**src/sv/assert_macros.svh**
```systemverilog
// concurrent assertion helpers for the tick generator
`ifndef ASSERT_MACROS_SVH
`define ASSERT_MACROS_SVH

`ifndef NO_ASSERTIONS

// checked on every rising edge outside reset
`define DCTG_ASSERT(name, clk, rst, prop) \
   name: assert property (@(posedge clk) disable iff (rst) prop) \
      else $error("dctg assertion failed");

// checked on every rising edge, reset included
`define DCTG_ASSERT_ALWAYS(name, clk, prop) \
   name: assert property (@(posedge clk) prop) \
      else $error("dctg assertion failed");

`else

`define DCTG_ASSERT(name, clk, rst, prop)
`define DCTG_ASSERT_ALWAYS(name, clk, prop)

`endif

`endif

```
**src/sv/dctg_pkg.sv**
```systemverilog
`timescale 1ns / 1ps

package dctg_pkg;

   // register widths and reset values
   localparam int INC_W    = 31;
   localparam int PERIOD_W = 16;
   localparam logic [INC_W-1:0]    INC_RESET    = 31'd328;
   localparam logic [PERIOD_W-1:0] PERIOD_RESET = 16'd999;

   // stream word widths
   localparam int REQ_TDATA_W = 40;
   localparam int RSP_TDATA_W = 72;

   // restoring divider: one quotient bit per step
   localparam int DIV_STEPS = 31;
   localparam int CNT_W     = $clog2(DIV_STEPS);

   // operation codes
   localparam logic OP_START = 1'b0;
   localparam logic OP_MATCH = 1'b1;

   // register indexes
   localparam logic CSR_TICK_INCREMENT = 1'b0;
   localparam logic CSR_DRIFT_PERIOD   = 1'b1;

   typedef enum logic [2:0] {
      ST_IDLE,
      ST_ROUTE,
      ST_DIV,
      ST_ADV,
      ST_DRIFT,
      ST_DONE
   } dctg_state_type;

   typedef struct packed {
      logic load;
      logic div_step;
      logic advance;
      logic drift_chk;
      logic out_load;
   } dctg_cmd_type;

   typedef struct packed {
      logic is_start;
      logic is_busy;
      logic div_needed;
      logic div_last;
      logic out_free;
   } dctg_sts_type;

endpackage

```
**src/sv/dctg_ctrl.sv**
```systemverilog
`timescale 1ns / 1ps

module dctg_ctrl import dctg_pkg::*; (
   input  logic         clock,
   input  logic         reset,
   input  logic         req_tvalid,
   output logic         req_tready,
   input  dctg_sts_type sts,
   output dctg_cmd_type cmd
);

   dctg_state_type state_ff, state_in;

   always_ff @(posedge clock) begin
      if (reset) begin
         state_ff <= ST_IDLE;
      end else begin
         state_ff <= state_in;
      end
   end

   always_comb begin
      state_in   = state_ff;
      cmd        = '0;
      req_tready = 1'b0;
      unique case (state_ff)
         ST_IDLE: begin
            req_tready = 1'b1;
            if (req_tvalid) begin
               cmd.load = 1'b1;
               state_in = ST_ROUTE;
            end
         end
         ST_ROUTE: begin
            if (sts.is_start || sts.is_busy) begin
               state_in = ST_DONE;
            end else if (sts.div_needed) begin
               state_in = ST_DIV;
            end else begin
               state_in = ST_DRIFT;
            end
         end
         ST_DIV: begin
            cmd.div_step = 1'b1;
            if (sts.div_last) begin
               state_in = ST_ADV;
            end
         end
         ST_ADV: begin
            cmd.advance = 1'b1;
            state_in    = ST_DRIFT;
         end
         ST_DRIFT: begin
            cmd.drift_chk = 1'b1;
            state_in      = ST_DONE;
         end
         ST_DONE: begin
            if (sts.out_free) begin
               cmd.out_load = 1'b1;
               state_in     = ST_IDLE;
            end
         end
         default: begin
            state_in = ST_IDLE;
         end
      endcase
   end

endmodule

```
**src/sv/dctg_dp.sv**
```systemverilog
`timescale 1ns / 1ps

module dctg_dp import dctg_pkg::*; (
   input  logic                   clock,
   input  logic                   reset,
   input  logic                   req_tuser,
   input  logic [REQ_TDATA_W-1:0] req_tdata,
   input  logic                   csr_wr_en,
   input  logic                   csr_index,
   input  logic [INC_W-1:0]       csr_wdata,
   input  dctg_cmd_type           cmd,
   output dctg_sts_type           sts,
   output logic                   rsp_tvalid,
   input  logic                   rsp_tready,
   output logic [RSP_TDATA_W-1:0] rsp_tdata
);

   logic [INC_W-1:0]       inc_ff, inc_in;
   logic [PERIOD_W-1:0]    period_ff, period_in;
   logic [31:0]            base_ff, base_in;
   logic [31:0]            drift_ff, drift_in;
   logic                   op_ff, op_in;
   logic                   busy_ff, busy_in;
   logic [31:0]            diff_ff, diff_in;
   logic [INC_W-1:0]       rem_ff, rem_in;
   logic [INC_W-1:0]       quo_ff, quo_in;
   logic [CNT_W-1:0]       cnt_ff, cnt_in;
   logic [31:0]            tick_ff, tick_in;
   logic                   rsp_valid_ff, rsp_valid_in;
   logic [RSP_TDATA_W-1:0] rsp_data_ff, rsp_data_in;

   logic [31:0] sample;
   logic [31:0] diff_load;
   logic [31:0] shifted;
   logic [32:0] trial;
   logic [31:0] adv;
   logic [31:0] n_ticks;
   logic [32:0] drift_sum;
   logic [31:0] next_match;
   logic        rej;

   assign sample     = req_tdata[31:0];
   assign diff_load  = sample - base_ff;
   assign shifted    = {rem_ff, quo_ff[INC_W-1]};
   assign trial      = {1'b0, shifted} - {2'b00, inc_ff};
   // (diff - 1 - rem) is quotient times increment; one more increment for the ceiling
   assign adv        = diff_ff - 32'd1 - {1'b0, rem_ff} + {1'b0, inc_ff};
   assign n_ticks    = {1'b0, quo_ff} + 32'd1;
   assign drift_sum  = {1'b0, drift_ff} + {1'b0, n_ticks};
   assign next_match = base_ff + {1'b0, inc_ff};
   assign rej        = (op_ff == OP_MATCH) && busy_ff;

   always_comb begin
      inc_in       = inc_ff;
      period_in    = period_ff;
      base_in      = base_ff;
      drift_in     = drift_ff;
      op_in        = op_ff;
      busy_in      = busy_ff;
      diff_in      = diff_ff;
      rem_in       = rem_ff;
      quo_in       = quo_ff;
      cnt_in       = cnt_ff;
      tick_in      = tick_ff;
      rsp_valid_in = rsp_valid_ff;
      rsp_data_in  = rsp_data_ff;

      if (csr_wr_en) begin
         unique case (csr_index)
            CSR_TICK_INCREMENT: inc_in    = csr_wdata;
            CSR_DRIFT_PERIOD:   period_in = csr_wdata[PERIOD_W-1:0];
            default: ;
         endcase
      end

      if (cmd.load) begin
         op_in   = req_tuser;
         busy_in = req_tdata[32];
         diff_in = diff_load;
         quo_in  = diff_load[INC_W-1:0] - INC_W'(1);
         rem_in  = '0;
         cnt_in  = '0;
         tick_in = '0;
         if (req_tuser == OP_START) begin
            base_in = sample;
         end
      end

      if (cmd.div_step) begin
         cnt_in = cnt_ff + CNT_W'(1);
         if (!trial[32]) begin
            rem_in = trial[INC_W-1:0];
            quo_in = {quo_ff[INC_W-2:0], 1'b1};
         end else begin
            rem_in = shifted[INC_W-1:0];
            quo_in = {quo_ff[INC_W-2:0], 1'b0};
         end
      end

      if (cmd.advance) begin
         tick_in  = n_ticks;
         base_in  = base_ff + adv;
         drift_in = drift_sum[32] ? 32'hffff_ffff : drift_sum[31:0];
      end

      if (cmd.drift_chk && (drift_ff >= {16'h0000, period_ff})) begin
         drift_in = drift_ff - {16'h0000, period_ff};
         tick_in  = tick_ff + 32'd1;
      end

      if (cmd.out_load) begin
         rsp_valid_in = 1'b1;
         rsp_data_in  = {7'b0, rej, next_match, tick_ff};
      end else if (rsp_tready) begin
         rsp_valid_in = 1'b0;
      end
   end

   always_ff @(posedge clock) begin
      if (reset) begin
         inc_ff       <= INC_RESET;
         period_ff    <= PERIOD_RESET;
         base_ff      <= '0;
         drift_ff     <= '0;
         rsp_valid_ff <= 1'b0;
      end else begin
         inc_ff       <= inc_in;
         period_ff    <= period_in;
         base_ff      <= base_in;
         drift_ff     <= drift_in;
         rsp_valid_ff <= rsp_valid_in;
      end
   end

   always_ff @(posedge clock) begin
      op_ff       <= op_in;
      busy_ff     <= busy_in;
      diff_ff     <= diff_in;
      rem_ff      <= rem_in;
      quo_ff      <= quo_in;
      cnt_ff      <= cnt_in;
      tick_ff     <= tick_in;
      rsp_data_ff <= rsp_data_in;
   end

   assign sts.is_start   = (op_ff == OP_START);
   assign sts.is_busy    = rej;
   assign sts.div_needed = (diff_ff != 32'd0) && !diff_ff[31] && (inc_ff != '0);
   assign sts.div_last   = (cnt_ff == CNT_W'(DIV_STEPS - 1));
   assign sts.out_free   = !rsp_valid_ff || rsp_tready;

   assign rsp_tvalid = rsp_valid_ff;
   assign rsp_tdata  = rsp_data_ff;

endmodule

```
**src/sv/drift_corrected_tick_generator_core.sv**
```systemverilog
`timescale 1ns / 1ps
`include "assert_macros.svh"

// Drift-corrected system tick generator. Each request word carries a sample
// of a free-running 32-bit counter; a start word sets the match base to it,
// a match word measures the signed elapsed count since the base and issues
// ceil(elapsed / tick_increment) ticks, moving the base on by that many
// increments, plus one correction tick whenever the saturating drift count
// reaches drift_period. A match word with match_busy set is rejected and
// changes nothing. Every request gives exactly one response word with the
// tick count, the next match value (base plus increment) and the reject flag.
// One word is in work at a time. A start or rejected word passes route and
// done; a match word with positive elapsed count and nonzero increment
// passes route, the 31-step restoring divider that finds the tick count one
// quotient bit per cycle, advance, drift check and done; any other match
// word passes route, drift check and done. The next word is accepted in the
// cycle after the response is loaded; the sequencer waits only while the
// response register is full and unread, so a held response stalls requests.
// The user must write registers only while no word is in work (not enforced).

module drift_corrected_tick_generator_core import dctg_pkg::*; (
   input  logic                   clock,
   input  logic                   reset,
   // request stream
   input  logic                   req_tvalid,
   output logic                   req_tready,
   input  logic [REQ_TDATA_W-1:0] req_tdata,   // [31:0] counter_sample, [32] match_busy
   input  logic                   req_tuser,   // [0] operation
   // response stream
   output logic                   rsp_tvalid,
   input  logic                   rsp_tready,
   output logic [RSP_TDATA_W-1:0] rsp_tdata,   // [31:0] tick_count, [63:32] next_match,
                                               // [64] rejected
   // register write port
   input  logic                   csr_wr_en,
   input  logic                   csr_index,   // 0 tick_increment, 1 drift_period
   input  logic [INC_W-1:0]       csr_wdata
);

   // command and status between sequencer and datapath
   dctg_cmd_type cmd;
   dctg_sts_type sts;

   // response fields seen by the checks
   logic [31:0] rsp_ticks;
   logic        rsp_rejected;

   assign rsp_ticks    = rsp_tdata[31:0];
   assign rsp_rejected = rsp_tdata[64];

   // sequencer: accept, route by kind, divide, advance base, drift check, respond
   dctg_ctrl u_ctrl (
      .clock      (clock),
      .reset      (reset),
      .req_tvalid (req_tvalid),
      .req_tready (req_tready),
      .sts        (sts),
      .cmd        (cmd)
   );

   // datapath: registers, base and drift state, divider and response register
   dctg_dp u_dp (
      .clock      (clock),
      .reset      (reset),
      .req_tuser  (req_tuser),
      .req_tdata  (req_tdata),
      .csr_wr_en  (csr_wr_en),
      .csr_index  (csr_index),
      .csr_wdata  (csr_wdata),
      .cmd        (cmd),
      .sts        (sts),
      .rsp_tvalid (rsp_tvalid),
      .rsp_tready (rsp_tready),
      .rsp_tdata  (rsp_tdata)
   );

   // one word in work at a time: an accepted word closes the request side
   `DCTG_ASSERT(a_one_in_flight, clock, reset, (req_tvalid && req_tready) |=> !req_tready)

   // a rejected word never carries ticks
   `DCTG_ASSERT(a_reject_no_ticks, clock, reset, (rsp_tvalid && rsp_rejected) |-> (rsp_ticks == 32'd0))

   // ticks are bounded by the largest positive elapsed count plus the correction tick
   `DCTG_ASSERT(a_tick_bound, clock, reset, rsp_tvalid |-> (rsp_ticks <= 32'h8000_0000))

endmodule
```
**config.mk**
```make
export PLATFORM = sky130hd
export DESIGN_NAME = drift_corrected_tick_generator_core
export DESIGN_NICKNAME = d
export VERILOG_FILES = /design/src/sv/dctg_pkg.sv /design/src/sv/dctg_ctrl.sv /design/src/sv/dctg_dp.sv /design/src/sv/drift_corrected_tick_generator_core.sv
export VERILOG_INCLUDE_DIRS = /design/src /design/src/sv
export SDC_FILE = /design/constraint.sdc
export NUM_CORES = 1
export LEC_CHECK = 0
export ABC_AREA = 1
export BUFFER_PORTS_ARGS = -buffer_cell sky130_fd_sc_hd__buf_2
export CORE_UTILIZATION = 35
export CTS_CLUSTER_SIZE = 30
export DETAILED_ROUTE_END_ITERATION = 10
export SYNTH_ARGS = -nofsm -noshare
export SYNTH_HDL_FRONTEND = slang
export SYNTH_HIERARCHICAL = 1
export SYNTH_SLANG_ARGS = --single-unit
```
**constraint.sdc**
```tcl
create_clock -name clock -period 16.2 [get_ports clock]
set_clock_uncertainty 0.05 [all_clocks]
set_input_delay 0.81 -clock clock [delete_from_list [all_inputs] [get_ports clock]]
set_output_delay 0.81 -clock clock [all_outputs]
set_load 0.01 [all_outputs]
```
==> metrics.txt <==
Post-Route WL 88570 microns; part of the Yosys area used for sequential elements 0.3095; leakage power of the design 0.01391 uW; Yosys warnings 6; async set-or-reset flop fraction in the synthesized netlist 0; M1 WL 42060 microns; Top cell by count, worst path sky130_fd_sc_hd__nand2_1; DPL Wire Length 71930 microns; level count of the clock H-tree 2; die boundary height 277.9 microns; number of flip-flops and latches in the synthesized netlist 313; gate family responsible for the most delay along the worst path simple AND/OR/NAND/NOR gates; CP arrival 5570 ps; Boundary Pins 152; Critical Path Sink Type register; top metal layer carrying routed signals met4; DRC Markers 0; Final Hold Slack 355.4 ps; clock period minus worst slack 5150 ps; Post-Synthesis Cell Area 26650 sq um; Post-layout nets 4162; area growth from synthesis to final layout 11.59%; relative slew slack 0.2247; reported net switching power 1675 uW; Setup-failing EPs final 0; CTS Sinks 313; overall fraction of global-route tracks in use 0.2266; total number of vias 24991; die area 77250 sq um; number of buffers inserted during clock tree synthesis 42; RSZ-0062 raised after global routing false; number of antenna violations at the first check in global routing 0; Worst setup SP type register; number of instances resized during post-cts repair 0; fmax 194.2 MHz; Worst Path Required 16620 ps; worst hold path class in -> reg; clk_lat worst skew 580 ps; Chip Width 277.9 microns; EDFF count, synth 198; Combinational Power Share 0.462; actual slew at the worst max-slew pin 1154 ps; largest net degree at the start of global routing 72; post-route setup TNS 0 ps; cell types with the largest area share after synthesis sky130_fd_sc_hd__edfxtp_1 (22%), sky130_fd_sc_hd__nand2_1 (12%), sky130_fd_sc_hd__dfxtp_1 (8.6%), sky130_fd_sc_hd__inv_1 (8.4%), sky130_fd_sc_hd__ha_1 (8.3%); total core area 74950 sq um; most frequent standard cell in the layout excluding fill and tap cells sky130_fd_sc_hd__nand2_1; clock tree from TritonCTS built; Clock transition at path regs 60 ps; effective utilization at floorplan 0.3556; met3 routed wirelength 5798 microns; result of the run complete, no violations; global-route wire length before repair 136200 microns; Hold Vio Cnt, Final 0; Crit Path Class reg -> reg; Int Power 2100 uW; fraction of power spent switching nets 0.4438; floorplan row count 100; Ant. Diodes 0; critical-path cell list ha_1 -> nand2_1 -> nor2_2 -> nand3_1 -> nor3_1 -> nand2_1 -> nor3_2 -> nand2_1 -> nor2_2 -> nand4_1 -> xor2_1 -> inv_1 -> ha_1 -> inv_1 -> nor3_1 -> a211oi_1 -> o21ai_1 -> a21oi_1 -> nand2_1 -> nor2_1 -> inv_1 -> nor2_1 -> nor3_1; routed wire length on met2 38250 microns; power share of the clock group 0.244; cell type with the highest aggregate area in the netlist sky130_fd_sc_hd__edfxtp_1; number of maximum-capacitance constraint violations 0; Critical Path Slowest Stage Cell sky130_fd_sc_hd__nor2_1; clock root buffer master sky130_fd_sc_hd__clkbuf_16; post-detailed-route via-to-cell ratio 5.162; largest incremental delay on the critical path 650 ps; gate count after technology mapping 3710; count of different cell masters after synthesis 62; maximum ir drop on the vdd rail 0.06684 mV; area share of the largest cell type after synthesis 0.2231; Avg WL per Cell 18.29 microns; Setup Fix Bufs, Post-CTS 0; most common flop cell mapped by yosys sky130_fd_sc_hd__edfxtp_1; Final Core Density 0.3968; Sequential Power Share 0.294; overflow left after global routing 0; starting DRC count in detailed routing 2415; Mapped Avg Cell Area 7.183 sq um; post-detailed-route count of antenna-violating nets 0; fraction of final layout cells sized beyond drive strength 1 0.08394; buffers plus inverters on the worst setup path 3; IO buf count 137; maximum clock insertion buffer count 3; Pwr Density 126.9 nW/um^2; number of global-route vias before repair 23312; Final Slew Violations 0; number of iterations in the first detailed-routing pass 6; placer congestion estimate 0.9748; commonest non-fill, non-tap cells in the layout sky130_fd_sc_hd__nand2_1 (862), sky130_fd_sc_hd__inv_1 (596), sky130_fd_sc_hd__a21oi_1 (319); Hold Buf Count CTS 0; Worst Path Max Fanout 11; crit share post-route 0.3179
registers in the layout (all words and copies together) (netlist names), 16 cells and up:
name	count
u_dp/tick_ff	32
u_dp/drift_ff	32
u_dp/rsp_tdata	65
u_dp/rem_ff	31
u_dp/period_ff	16
u_dp/base_ff	32
u_dp/inc_ff	31
u_dp/diff_ff	32
u_dp/quo_ff	31
power by group through the flow:
stage / registers [uW] / clock network (uW) / logic [uW]
CTS: 1110 / 942 / 1720
floorplan: 1080 / 0 / 1260
finish: 1110 / 919 / 1740
global placement: 1130 / 0 / 1710
global route: 1120 / 971 / 1960
detailed placement: 1130 / 0 / 1710
synthesized netlist by cell type (all sizes together) (6+ instances only):
master,instances
nor4,27
a21boi,10
clkbuf,43
a31oi,23
a211oi,8
dfxtp,115
a21oi,321
nand3,198
o21bai,16
o211ai,24
buf,30
o21a,10
a21o,19
ha,177
edfxtp,198
o32ai,8
inv,617
nor2,313
nand2,895
nor3,66
xnor2,55
fa,67
nand4,54
or2,7
and2,6
nand3b,9
o21ai,258
xor2,99
o22ai,8
per-layer routing:
metal | global-route usage | vias to the layer above
li1 | - | 12489
met1 | 0.3251 | 11591
met2 | 0.3521 | 783
met3 | 0.03274 | 128
met4 | 0.06318 | 0
met5 | 0 | -
worst paths after layout:
kind / from / endpoint / slack, ps / depth (start not counted)
worst max-delay path: u_dp/quo_ff[0]$_DFFE_PP_ / u_dp/drift_ff[18]$_SDFFE_PP0P_ / 11050 / 23
worst min-delay path: req_tdata[32] / u_dp/busy_ff$_DFFE_PP_ / 360 / 1
worst max register to register: u_dp/quo_ff[0]$_DFFE_PP_ / u_dp/drift_ff[18]$_SDFFE_PP0P_ / 11050 / 23
worst min register to register: u_dp/tick_ff[23]$_DFFE_PP_ / u_dp/rsp_tdata[23]$_DFFE_PP_ / 410 / 0
worst reg2reg max path, stage by stage, from the launching register on:
cell                       delay, ps
sky130_fd_sc_hd__edfxtp_1        560
sky130_fd_sc_hd__ha_1            250
sky130_fd_sc_hd__nand2_1          80
sky130_fd_sc_hd__nor2_2          180
sky130_fd_sc_hd__nand3_1         170
sky130_fd_sc_hd__nor3_1          170
sky130_fd_sc_hd__nand2_1         120
sky130_fd_sc_hd__nor3_2          180
sky130_fd_sc_hd__nand2_1         140
sky130_fd_sc_hd__nor2_2          150
sky130_fd_sc_hd__nand4_1         110
sky130_fd_sc_hd__xor2_1          360
sky130_fd_sc_hd__inv_1            80
sky130_fd_sc_hd__ha_1            290
sky130_fd_sc_hd__inv_1           160
sky130_fd_sc_hd__nor3_1           80
sky130_fd_sc_hd__a211oi_1        270
sky130_fd_sc_hd__o21ai_1         110
sky130_fd_sc_hd__a21oi_1         150
sky130_fd_sc_hd__nand2_1         250
sky130_fd_sc_hd__nor2_1          660
sky130_fd_sc_hd__inv_1           180
sky130_fd_sc_hd__nor2_1          230
sky130_fd_sc_hd__nor3_1           60
logic make-up (layout without fill, tap and decap cells):
| family | count (synthesis) | after routing | share of synthesized area |
|---|---|---|---|
| simple gates | 1581 | 1581 | 0.2561 |
| xor+xnor | 154 | 154 | 0.05061 |
| flops | 313 | 313 | 0.3095 |
| fa+ha+maj | 244 | 244 | 0.1334 |
| buf+inv | 693 | 849 | 0.1000 |
| compound gates | 724 | 724 | 0.1502 |
| other cells | 1 | 7 | 0.0001407 |
through the flow:
| stage | area (sq um) | worst slack (ps) | cells | total power (uW) |
|---|---|---|---|---|
| 3_5_place_dp | 28390 | 11110 | 4765 | 2836 |
| 3_3_place_gp | 28390 | 11150 | 4765 | 2833 |
| 5_1_grt | 29740 | 10710 | 4841 | 4056 |
| 6_report | 29740 | 11050 | 4841 | 3775 |
| 2_1_floorplan | 26670 | 8354 | 3716 | 2343 |
| 4_1_cts | 29740 | 11100 | 4841 | 3773 |
area by class of cell:
type                    count  area (sq um)
repair buffers            153         805.8
multi-input cells        2710         15790
clock buffers              60          1254
fillers                  7873         45210
inverters                 620          2327
clock inverters            16         100.1
well taps                 969          1212
flip-flops and latches    313          8248
Note: power is estimated with default switching activity, not from simulation.
